==> src/sv/dhr_pkg.sv <==
// ----------------------------------------------------------------------------
// dhr_pkg
// Shared types and constants of the decaying history ring.
// ----------------------------------------------------------------------------
package dhr_pkg;

    localparam int RING_DEPTH_DEF    = 16;
    localparam int PAYLOAD_BYTES_DEF = 8;
    localparam int MAX_RESULTS       = 16;

    localparam int OP_W     = 2;
    localparam int ENERGY_W = 32;
    localparam int WORD_W   = 64;
    localparam int WANT_W   = 5;

    localparam logic [OP_W-1:0] OP_WRITE  = 2'd0;
    localparam logic [OP_W-1:0] OP_NEWEST = 2'd1;
    localparam logic [OP_W-1:0] OP_DECAY  = 2'd2;
    localparam logic [OP_W-1:0] OP_RECENT = 2'd3;

    // Commands from the controller to the datapath.
    typedef struct packed {
        logic write;      // store the input entry at the head
        logic load;       // set walk pointer to head minus length
        logic rd_issue;   // read the slot under the walk pointer for output
        logic dec_issue;  // read the slot under the walk pointer for decay
        logic empty;      // send one empty, final result
        logic last;       // this read is the final one of the request
    } t_dhr_cmd;

endpackage

==> src/sv/decaying_history_ring.sv <==
// Writes: busy stays low through a write and the next request may follow at once.
// Reads: the first result passes the sequencer state, the RAM read register and the result
// registers (an empty answer just its flag and result registers); results come back to back.
// Busy is held through a read walk (at most depth entries), and for decay through the walk plus
// a drain state, set by the one-read-per-cycle RAM port and the energy read-modify-write.
// Results cannot be stalled; o_strobe marks each for exactly one cycle.
// Sync reset clears head, fill count and sequencer; ring contents are kept, not cleared.
// ----------------------------------------------------------------------------
// decaying_history_ring
// Fixed-depth history ring with write, newest, decay and recent-walk requests.
// ----------------------------------------------------------------------------
module decaying_history_ring
    import dhr_pkg::*;
#(
    parameter int RING_DEPTH    = RING_DEPTH_DEF,
    parameter int PAYLOAD_BYTES = PAYLOAD_BYTES_DEF
) (
    input  logic                i_clk,
    input  logic                i_rst_n,
    input  logic                start,
    output logic                busy,
    input  logic [OP_W-1:0]     i_operation,
    input  logic [ENERGY_W-1:0] i_new_energy,
    input  logic [WORD_W-1:0]   i_new_payload,
    input  logic [WORD_W-1:0]   i_now_stamp,
    input  logic [WANT_W-1:0]   i_want_count,
    output logic                o_strobe,
    output logic                o_entry_valid,
    output logic [ENERGY_W-1:0] o_entry_energy,
    output logic [WORD_W-1:0]   o_entry_payload,
    output logic [WORD_W-1:0]   o_entry_stamp,
    output logic                o_run_last
);

    localparam int CW = $clog2(RING_DEPTH + 1);

    // controller -> datapath commands, datapath -> controller fill level
    t_dhr_cmd      cmd;
    logic [CW-1:0] walk_len;
    logic [CW-1:0] held_count;

    // Sequencer: one request at a time. Writes finish in the accept cycle;
    // read and decay requests walk the ring one slot per cycle from the
    // oldest wanted entry toward the head.
    dhr_ctrl #(
        .RING_DEPTH (RING_DEPTH)
    ) u_ctrl (
        .i_clk        (i_clk),
        .i_rst_n      (i_rst_n),
        .i_start      (start),
        .i_operation  (i_operation),
        .i_want_count (i_want_count),
        .i_held_count (held_count),
        .o_busy       (busy),
        .o_cmd        (cmd),
        .o_len        (walk_len)
    );

    // Storage plus a two-stage read pipe: RAM read register, then the
    // result registers. Decay writes back the decremented energy in the cycle
    // after each read, so the walk of reads and the write-backs overlap.
    dhr_datapath #(
        .RING_DEPTH    (RING_DEPTH),
        .PAYLOAD_BYTES (PAYLOAD_BYTES)
    ) u_datapath (
        .i_clk           (i_clk),
        .i_rst_n         (i_rst_n),
        .i_cmd           (cmd),
        .i_len           (walk_len),
        .i_new_energy    (i_new_energy),
        .i_new_payload   (i_new_payload),
        .i_now_stamp     (i_now_stamp),
        .o_held_count    (held_count),
        .o_strobe        (o_strobe),
        .o_entry_valid   (o_entry_valid),
        .o_entry_energy  (o_entry_energy),
        .o_entry_payload (o_entry_payload),
        .o_entry_stamp   (o_entry_stamp),
        .o_run_last      (o_run_last)
    );

endmodule

==> src/sv/dhr_ram.sv <==
// ----------------------------------------------------------------------------
// dhr_ram
// Simple dual-port RAM, one write port, one read port with registered data.
// ----------------------------------------------------------------------------
module dhr_ram #(
    parameter int WIDTH = 32,
    parameter int DEPTH = 16
) (
    input  logic                     i_clk,
    input  logic                     i_we,
    input  logic [$clog2(DEPTH)-1:0] i_waddr,
    input  logic [WIDTH-1:0]         i_wdata,
    input  logic                     i_re,
    input  logic [$clog2(DEPTH)-1:0] i_raddr,
    output logic [WIDTH-1:0]         o_rdata
);

    logic [WIDTH-1:0] r_mem [DEPTH];
    logic [WIDTH-1:0] r_rdata;

    always_ff @(posedge i_clk) begin
        if (i_we) begin
            r_mem[i_waddr] <= i_wdata;
        end
        if (i_re) begin
            r_rdata <= r_mem[i_raddr];
        end
    end

    assign o_rdata = r_rdata;

endmodule

==> src/sv/dhr_ctrl.sv <==
// ----------------------------------------------------------------------------
// dhr_ctrl
// Request decoder and sequencer: picks the walk length and steps it out.
// ----------------------------------------------------------------------------
module dhr_ctrl
    import dhr_pkg::*;
#(
    parameter int RING_DEPTH = RING_DEPTH_DEF
) (
    input  logic                              i_clk,
    input  logic                              i_rst_n,
    input  logic                              i_start,
    input  logic [OP_W-1:0]                   i_operation,
    input  logic [WANT_W-1:0]                 i_want_count,
    input  logic [$clog2(RING_DEPTH+1)-1:0]   i_held_count,
    output logic                              o_busy,
    output t_dhr_cmd                          o_cmd,
    output logic [$clog2(RING_DEPTH+1)-1:0]   o_len
);

    localparam int CW   = $clog2(RING_DEPTH + 1);
    localparam int CMPW = (CW > WANT_W) ? CW : WANT_W;

    localparam logic [1:0] S_IDLE  = 2'd0;
    localparam logic [1:0] S_READ  = 2'd1;
    localparam logic [1:0] S_DECAY = 2'd2;
    localparam logic [1:0] S_DRAIN = 2'd3;

    logic [1:0]    r_state, n_state;
    logic [CW-1:0] r_left, n_left;
    logic [CMPW-1:0] cnt_x, want_x, pick;
    logic [CW-1:0]   len;
    logic            accept;

    assign accept = i_start && (r_state == S_IDLE);
    assign cnt_x  = CMPW'(i_held_count);
    assign want_x = CMPW'(i_want_count);

    // length of the walk for the request at the port
    always_comb begin
        pick = (want_x < cnt_x) ? want_x : cnt_x;
        if (pick > CMPW'(MAX_RESULTS)) begin
            pick = CMPW'(MAX_RESULTS);
        end
        case (i_operation)
            OP_NEWEST: len = (i_held_count != '0) ? CW'(1) : '0;
            OP_RECENT: len = pick[CW-1:0];
            OP_DECAY:  len = i_held_count;
            default:   len = '0;
        endcase
    end

    always_comb begin
        n_state = r_state;
        n_left  = r_left;
        o_cmd   = '0;
        o_len   = len;
        case (r_state)
            S_IDLE: begin
                if (accept) begin
                    case (i_operation)
                        OP_WRITE: o_cmd.write = 1'b1;
                        OP_DECAY: begin
                            if (len != '0) begin
                                o_cmd.load = 1'b1;
                                n_left     = len;
                                n_state    = S_DECAY;
                            end
                        end
                        default: begin
                            if (len == '0) begin
                                o_cmd.empty = 1'b1;
                            end else begin
                                o_cmd.load = 1'b1;
                                n_left     = len;
                                n_state    = S_READ;
                            end
                        end
                    endcase
                end
            end
            S_READ: begin
                o_cmd.rd_issue = 1'b1;
                o_cmd.last     = (r_left == CW'(1));
                n_left         = r_left - 1'b1;
                if (r_left == CW'(1)) begin
                    n_state = S_IDLE;
                end
            end
            S_DECAY: begin
                o_cmd.dec_issue = 1'b1;
                n_left          = r_left - 1'b1;
                if (r_left == CW'(1)) begin
                    n_state = S_DRAIN;
                end
            end
            S_DRAIN: n_state = S_IDLE;
            default: n_state = S_IDLE;
        endcase
    end

    always_ff @(posedge i_clk) begin
        if (!i_rst_n) begin
            r_state <= S_IDLE;
            r_left  <= '0;
        end else begin
            r_state <= n_state;
            r_left  <= n_left;
        end
    end

    assign o_busy = (r_state != S_IDLE);

endmodule

==> src/sv/dhr_datapath.sv <==
// ----------------------------------------------------------------------------
// dhr_datapath
// Ring storage, head and fill tracking, walk pointer, decay write-back and
// the result registers.
// ----------------------------------------------------------------------------
module dhr_datapath
    import dhr_pkg::*;
#(
    parameter int RING_DEPTH    = RING_DEPTH_DEF,
    parameter int PAYLOAD_BYTES = PAYLOAD_BYTES_DEF
) (
    input  logic                            i_clk,
    input  logic                            i_rst_n,
    input  t_dhr_cmd                        i_cmd,
    input  logic [$clog2(RING_DEPTH+1)-1:0] i_len,
    input  logic [ENERGY_W-1:0]             i_new_energy,
    input  logic [WORD_W-1:0]               i_new_payload,
    input  logic [WORD_W-1:0]               i_now_stamp,
    output logic [$clog2(RING_DEPTH+1)-1:0] o_held_count,
    output logic                            o_strobe,
    output logic                            o_entry_valid,
    output logic [ENERGY_W-1:0]             o_entry_energy,
    output logic [WORD_W-1:0]               o_entry_payload,
    output logic [WORD_W-1:0]               o_entry_stamp,
    output logic                            o_run_last
);

    localparam int AW  = $clog2(RING_DEPTH);
    localparam int CW  = $clog2(RING_DEPTH + 1);
    localparam int SW  = $clog2(2 * RING_DEPTH) + 1;
    localparam int PW  = 8 * PAYLOAD_BYTES;
    localparam int RW  = WORD_W + PW;

    logic [AW-1:0] r_head, r_addr, r_s1_addr;
    logic [CW-1:0] r_count;
    logic          r_s1_rd, r_s1_empty, r_s1_last, r_s1_dec;
    logic          r_strobe, r_valid, r_last;
    logic [ENERGY_W-1:0] r_energy;
    logic [WORD_W-1:0]   r_payload, r_stamp;

    logic [SW-1:0]       start_sum;
    logic [AW-1:0]       start_slot;
    logic                e_we, rd_en;
    logic [AW-1:0]       e_waddr;
    logic [ENERGY_W-1:0] e_wdata, e_rdata, e_dec;
    logic [RW-1:0]       rec_rdata;

    function automatic logic [AW-1:0] wrap_inc(input logic [AW-1:0] a);
        return (a == AW'(RING_DEPTH - 1)) ? '0 : a + 1'b1;
    endfunction

    // oldest slot of the walk: head minus length, modulo depth
    always_comb begin
        start_sum = SW'(r_head) + SW'(RING_DEPTH) - SW'(i_len);
        if (start_sum >= SW'(RING_DEPTH)) begin
            start_sum = start_sum - SW'(RING_DEPTH);
        end
        start_slot = start_sum[AW-1:0];
    end

    assign rd_en   = i_cmd.rd_issue || i_cmd.dec_issue;
    assign e_dec   = (e_rdata == '0) ? '0 : e_rdata - 1'b1;
    assign e_we    = i_cmd.write || r_s1_dec;
    assign e_waddr = r_s1_dec ? r_s1_addr : r_head;
    assign e_wdata = r_s1_dec ? e_dec : i_new_energy;

    dhr_ram #(
        .WIDTH (ENERGY_W),
        .DEPTH (RING_DEPTH)
    ) u_energy_ram (
        .i_clk   (i_clk),
        .i_we    (e_we),
        .i_waddr (e_waddr),
        .i_wdata (e_wdata),
        .i_re    (rd_en),
        .i_raddr (r_addr),
        .o_rdata (e_rdata)
    );

    // stamp and payload share one RAM; decay never touches it, only writes and output reads
    dhr_ram #(
        .WIDTH (RW),
        .DEPTH (RING_DEPTH)
    ) u_record_ram (
        .i_clk   (i_clk),
        .i_we    (i_cmd.write),
        .i_waddr (r_head),
        .i_wdata ({i_now_stamp, i_new_payload[PW-1:0]}),
        .i_re    (i_cmd.rd_issue),
        .i_raddr (r_addr),
        .o_rdata (rec_rdata)
    );

    always_ff @(posedge i_clk) begin
        if (!i_rst_n) begin
            r_head     <= '0;
            r_count    <= '0;
            r_addr     <= '0;
            r_s1_rd    <= 1'b0;
            r_s1_empty <= 1'b0;
            r_s1_dec   <= 1'b0;
            r_strobe   <= 1'b0;
        end else begin
            if (i_cmd.write) begin
                r_head <= wrap_inc(r_head);
                if (r_count != CW'(RING_DEPTH)) begin
                    r_count <= r_count + 1'b1;
                end
            end
            if (i_cmd.load) begin
                r_addr <= start_slot;
            end else if (rd_en) begin
                r_addr <= wrap_inc(r_addr);
            end
            r_s1_rd    <= i_cmd.rd_issue;
            r_s1_empty <= i_cmd.empty;
            r_s1_dec   <= i_cmd.dec_issue;
            r_strobe   <= r_s1_rd || r_s1_empty;
        end
    end

    always_ff @(posedge i_clk) begin
        r_s1_addr <= r_addr;
        r_s1_last <= i_cmd.last || i_cmd.empty;
        if (r_s1_rd || r_s1_empty) begin
            r_valid <= r_s1_rd;
            r_last  <= r_s1_last;
        end
        if (r_s1_rd) begin
            r_energy  <= e_rdata;
            r_payload <= WORD_W'(rec_rdata[PW-1:0]);
            r_stamp   <= rec_rdata[RW-1:PW];
        end else if (r_s1_empty) begin
            r_energy  <= '0;
            r_payload <= '0;
            r_stamp   <= '0;
        end
    end

    assign o_held_count    = r_count;
    assign o_strobe        = r_strobe;
    assign o_entry_valid   = r_valid;
    assign o_entry_energy  = r_energy;
    assign o_entry_payload = r_payload;
    assign o_entry_stamp   = r_stamp;
    assign o_run_last      = r_last;

endmodule

==> config.mk <==
export PLATFORM = sky130hd
export DESIGN_NAME = decaying_history_ring
export DESIGN_NICKNAME = d
export VERILOG_FILES = /design/src/sv/dhr_pkg.sv /design/src/sv/decaying_history_ring.sv /design/src/sv/dhr_ram.sv /design/src/sv/dhr_ctrl.sv /design/src/sv/dhr_datapath.sv
export SDC_FILE = /design/constraint.sdc
export NUM_CORES = 2
export LEC_CHECK = 0
export ABC_AREA = 1
export BUFFER_PORTS_ARGS = -buffer_cell sky130_fd_sc_hd__buf_2
export CAP_MARGIN = 10
export CORE_ASPECT_RATIO = 1.25
export CORE_MARGIN = 2
export CORE_UTILIZATION = 50
export DETAILED_ROUTE_END_ITERATION = 10
export GPL_ROUTABILITY_DRIVEN = 0
export GPL_TIMING_DRIVEN = 0
export PLACE_DENSITY = 0.67
export REMOVE_ABC_BUFFERS = 1
export SLEW_MARGIN = 20
export SYNTH_ARGS = -nofsm -noshare
export SYNTH_HDL_FRONTEND = slang
export SYNTH_SLANG_ARGS = --single-unit
export TNS_END_PERCENT = 100
==> constraint.sdc <==
create_clock -name i_clk -period 14.4 [get_ports i_clk]
set_input_delay 1.44 -clock i_clk [delete_from_list [all_inputs] [get_ports i_clk]]
set_output_delay 1.44 -clock i_clk [all_outputs]
set_load 0.005 [all_outputs]
; ---- Yosys cells after proc, flatten, opt, wreduce, memory -nomap -nowiden
; Memories as Yosys holds them, arrays and structs flattened. A register that Yosys moved wholly into a read port is not among the register bits.
; Index checks and enable logic that the tools add are counted.
[word_totals]
mem_count = 2
inputBits = 170
reg_bits = 191
ram_bits = 2560
wordCells = 111
output_inout_bits = 164
[memory_table]
columns = memory, depth, word_bits, read_ports, rd_ports_with_merged_regs, write_ports, line_no
row1 = u_datapath.u_record_ram.r_mem, 16, 128, 1, 1, 1, dhr_ram.sv:18  ; logic [WIDTH-1:0] r_mem [DEPTH];
row2 = u_datapath.u_energy_ram.r_mem, 16, 32, 1, 1, 1, dhr_ram.sv:18
[op_classes]
magnitude_cmp = 3
n_reduce_logical = 20
muxes = 46
n_eq_ne = 16
addsub = 8
[op_table]
columns = operator, count
row1 = 64-bit two-way mux, 3
row2 = 32-bit two-way mux, 4
row3 = 32-bit zero test, 1
row4 = "32-bit by 1-bit subtractor with 32-bit output, second input constant", 1
row5 = 5-bit two-way mux, 5
row6 = 4-bit two-way mux, 6
row7 = 5-bit one-hot mux with 2 select lines, 2
row8 = 1-bit two-way mux, 15
row9 = 5-bit one-hot mux with 3 select lines, 1
row10 = 2-bit two-way mux, 7
row11 = 5-bit nonzero test, 2
row12 = "4-bit by 1-bit adder with 4-bit output, second input constant", 2
row13 = "2-bit equality test, second input constant", 4
row14 = "4-bit equality test, second input constant", 2
row15 = 2-bit one-hot mux with 4 select lines, 1
row16 = 2-bit nonzero test, 4
row17 = "4-bit by 5-bit adder with 6-bit output, second input constant", 1
row18 = "6-bit by 5-bit >= comparator with 1-bit output, second input constant", 1
row19 = "2-bit by 1-bit inequality test with 1-bit output, second input constant", 3
row20 = "3-bit inequality test, second input constant", 2
row21 = 6-bit AND reduction, 1
row22 = 6-bit by 5-bit subtractor with 6-bit output, 1
row23 = "5-bit by 1-bit adder with 5-bit output, second input constant", 1
row24 = "5-bit by 1-bit equality test with 1-bit output, second input constant", 1
row25 = 16 further kinds, 22

; ---- Depth between registers and ports, before layout
[depth]
word_depth = 13
depth_mapped = 24
ltp_nobuf = 24

; ---- By module
; Synthesis repeated with hierarchy kept, for this count alone.
[unflattened]
cells_unflattened = 10963
hier_area_um2 = 121323.9
[by_module_without_submodules]
columns = mod, cells_per_inst, instances, seq_area_each_um2, area_per_inst_um2
row1 = dhr_ram (u_datapath.u_record_ram), 7786, 1, 65342.7, 88961.6
row2 = dhr_ram (u_datapath.u_energy_ram), 2120, 1, 16335.7, 23050.9
row3 = dhr_datapath, 895, 1, 5305.1, 8393.0
row4 = dhr_ctrl, 162, 1, 140.1, 918.4

; ---- Least setup slack after synthesis
; No wires, ideal clock.
[synth_path]
path_type = input to register
startpoint = in start
endpoint = mem u_datapath.u_record_ram.r_mem[0][0] in the netlist's numbering, enable pin
required_time_ps = 13783
path_slack_ps = 6387
setup_time_ps = 617
stages = 6
t_arrival_ps = 7396
path_buffers = 0
path_cell_list = nand2_1 > inv_1 > nand2_1 > inv_1 > nand2_1 > nor2_1
[synth_between]
elab_chain_cells = 5
[synth_lines]
columns = item, line_no
row1 = "start, declared", decaying_history_ring.sv:20  ; input logic start,
row2 = 1-bit logical AND, dhr_ctrl.sv:35  ; assign accept = i_start && (r_state == S_IDLE);
row3 = 2-bit two-way mux, dhr_ctrl.sv:60  ; if (accept) begin
row4 = 2-bit two-way mux, dhr_ctrl.sv:58  ; case (r_state)
row5 = 1-bit two-way mux, dhr_ram.sv:22  ; if (i_we) begin
row6 = 1-bit two-way mux (not written as such), dhr_ram.sv:23  ; r_mem[i_waddr] <= i_wdata;
row7 = "end, declared", dhr_ram.sv:18
; Every way passes these cells.

==> key figures <==
Placed design
  – HPWL after DPL: 177000 µm
  – DP Worst Slack: 9.67 ns
  – I/O Buffers: 333

GRT
  – Total gr overflow: 0
  – First-pass GRT wire length: 434000 µm
  – Largest net degree at the start of global routing: 147
  – All-layer global routing usage: 25.6%
  – Vias in the first global route: 69.5k
  – Number of antenna violations at the first check in global routing: 72

STA
  – Slew @ Worst Pin: 1.12 ns
  – Setup TNS: 0 ns
  – Clock skew: 0.0596 ns
  – Final Critical Period: 4.35 ns
  – Fin. max-slew vios: 0
  – Rel. slew slack: 25.1%
  – Fin worst setup slack: 10.05 ns
  – Final setup fails: 0
  – F_max: 230 MHz
  – Period utilization: 30.2%
  – RSZ-0062 raised after global routing: no
  – Final Hold Vio Count: 0

Status
  – Status: complete, no violations

Clock tree
  – CTS max path bufs: 4
  – Clock slew at reported path FFs: 0.06 ns
  – CTS root buffer: clkbuf_16
  – TritonCTS buffer count: 285
  – Post-cts resize count: 0
  – Clock Latency Late Sink: 0.86 ns
  – Setup Fix Bufs, Post-CTS: 0
  – Hold_buf cts: 0
  – Clock sink count: 2911
  – CTS tree: done
  – CTS H-tree lvls: 5

Worst setup path
  – CP max-delay cell: dfxtp_4
  – FF-to-FF path depth: 12
  – CP arrival: 5.06 ns
  – Critical path required time: 15.11 ns
  – Worst r2r dst: u_datapath.u_energy_ram.o_rdata[27]
  – Crit Path Max Fanout: 144
  – Worst r2r src: u_datapath.r_addr[0]
  – Most frequent CP cell: buf_16
  – Slack of the worst reg-to-reg path: 10.05 ns
  – CP cell instances: buf_16 -> buf_16 -> buf_16 -> inv_8 -> buf_16 -> buf_16 -> buf_16 -> buf_16 -> o21ai_0 -> o221ai_1 -> o211ai_1 -> nand3_1
  – Worst Path Class, Setup: reg -> reg
  – Crit path largest cell delay: 0.51 ns
  – Critical Path End Type: flop
  – Crit path launch type: flop

Pwr
  – Leakage: 43.6 nW
  – Maximum VDD drop: 0.121 mV
  – Pwr/cell area: 162 mW/mm²

Detailed routing
  – 1st-iter DRT viols: 7983
  – Final ANT Viol Nets: 0
  – Via-to-Cell Ratio: 6.08
  – Wirelength per Cell: 25.7 µm
  – Final WL: 299000 µm
  – Drt drc: 0
  – Via count: 70.8k
  – Router iterations before antenna repair: 8

Floorplanning
  – Rows: 194
  – Die ar.: 0.228 mm²
  – Initial Util: 50.1%
  – DIE HEIGHT: 533 µm
  – CORE AREA: 0.223 mm²
  – IO Pins: 334
  – Die W: 427 µm

Worst hold path
  – Hold Path Stages: 0
  – Min-delay src: u_datapath.r_s1_last
  – Hold Crit Class: reg -> reg
  – Hold Path End: u_datapath.o_run_last

Synthesis
  – Seq/Total Area, Yosys: 77.9%
  – Biggest area consumer among synthesized cells: edfxtp_1
  – Mapped Cells: 8122
  – Mapped Area: 0.112 mm²
  – Synth area leaders: edfxtp_1 (77%), o21ai_0 (5.9%), nor2_1 (4.6%)
  – Synth cell types: 44
  – EDFF count, synth: 2882
  – Yosys warns: 0
  – Seq cells post-synth: 2911
  – Synth top area share: 77.4%
  – Mapped Avg Cell Area: 13.8 µm²
  – Top FF cell, synth: edfxtp_1
  – Asr flop ratio synth: 0%

Final layout
  – Share of cells above drive strength 1: 12.2%
  – # fillers: 16.5k
  – Most common cell after layout, fill and taps aside: edfxtp_1
  – Most frequent cells in the layout: edfxtp_1 (2882), nor2_1 (1348), o21ai_0 (1295)
  – NumNets Final: 8661
  – Layout area overhead: 16.8%

Job
  – MaxCap Viol Count: 0
[power by group]
part	switching (W)	internal [W]
Sequential	0.000201	0.00990
Combinational	0.00272	0.00122
Clock	0.00310	0.00403
[metrics by stage]
step	cell area (µm²)	util [%]	hold slack [ns]	total power [W]	cells
global placement	115000	51.6	0.393	0.0143	10900
CTS	131000	58.5	0.422	0.0213	11600
global route	131000	58.6	0.422	0.0220	11600
detailed placement	122000	54.6	0.409	0.0142	11100
finish	131000	58.6	0.419	0.0212	11600
floorplan	110000	-	0.386	0.0129	7580
[how the worst max path moves through the flow]
stage / startpoint / to / depth (start not counted)
after floorplan: u_datapath.r_addr[0] / u_datapath.u_energy_ram.o_rdata[14] / 5
after global placement: u_datapath.r_addr[0] / u_datapath.u_energy_ram.o_rdata[27] / 5
after detailed placement: start / u_datapath.u_record_ram.r_mem[14][41] / 12
after CTS: u_datapath.r_addr[0] / u_datapath.u_energy_ram.o_rdata[25] / 12
after global routing: u_datapath.r_addr[0] / u_datapath.u_energy_ram.o_rdata[15] / 12
final: u_datapath.r_addr[0] / u_datapath.u_energy_ram.o_rdata[27] / 12
[worst max-delay path: cells and delay by family (launching register included)]
family	cells	cell delay (ns)
AND/OR/NAND/NOR	1	0.13
flip-flops	1	0.51
buffers and inverters	8	2.76
AO/OA/AOI/OAI	3	0.50
[cell usage after synthesis, types with 4 or more instances]
cell type,n
edfxtp_1,2882
nor2_1,1381
o21ai_0,1323
nand2_1,604
clkbuf_1,504
o22ai_1,398
nand3_1,271
o221ai_1,242
inv_1,227
o211ai_1,79
dfxtp_1,29
a21oi_1,23
ha_1,21
xor2_1,21
buf_1,18
buf_2,17
nand4_1,12
xnor2_1,10
nand2_2,8
nor3_1,5
nor2_2,4
nor4_1,4
o21ai_1,4
or2_2,4
[area by class of cell]
| class | instances | area, µm² | share of cell area (%) |
|---|---|---|---|
| Sequential cell | 2911 | 87100 | 66.7 |
| Multi-Input combinational cell | 4438 | 22100 | 16.9 |
| Timing Repair Buffer | 602 | 8010 | 6.13 |
| Clock buffer | 344 | 7480 | 5.73 |
| Tap cell | 2940 | 3680 | 2.82 |
| Clock inverter | 142 | 1280 | 0.977 |
| Inverter | 231 | 906 | 0.693 |
| Antenna cell | 33 | 82.6 | 0.0632 |
[sequential cells by signal (all words and copies together) (netlist names)]
register	flops
u_datapath.r_s1_last	1
u_datapath.u_energy_ram.r_mem	512
u_datapath.o_entry_valid	1
u_datapath.r_addr	4
u_datapath.o_entry_energy	32
u_ctrl.r_left	5
u_datapath.u_record_ram.o_rdata	128
u_datapath.r_head	4
u_datapath.u_energy_ram.o_rdata	32
u_datapath.r_s1_addr	4
u_datapath.r_s1_rd	1
u_datapath.o_run_last	1
u_datapath.o_entry_stamp	64
u_datapath.u_record_ram.r_mem	2048
u_datapath.o_strobe	1
u_ctrl.r_state	2
u_datapath.o_held_count	5
u_datapath.r_s1_empty	1
u_datapath.o_entry_payload	64
u_datapath.r_s1_dec	1
[cell families (layout without fill, tap and decap cells)]
| logic type | count (synthesis) | count (layout) | synth area share [%] |
|---|---|---|---|
| fa+ha+maj | 22 | 22 | 0.253 |
| simple gates | 2307 | 2307 | 8.23 |
| other cells | 0 | 33 | 0 |
| compound gates | 2078 | 2078 | 10.8 |
| xor+xnor | 31 | 31 | 0.243 |
| flops | 2911 | 2911 | 77.9 |
| buf+inv | 773 | 1319 | 2.62 |
[layer usage]
layer	vias to the layer above	GRT usage (%)	share of wire, %	routed length, µm
met1	35600	32.7	38	113000
met4	48	11.2	4.1	12200
met2	3440	43.0	50	149000
met3	706	4.25	8.2	24400
li1	31000	-	-	-
met5	-	0	0.093	277
Note: power is estimated with default switching activity, not from simulation.
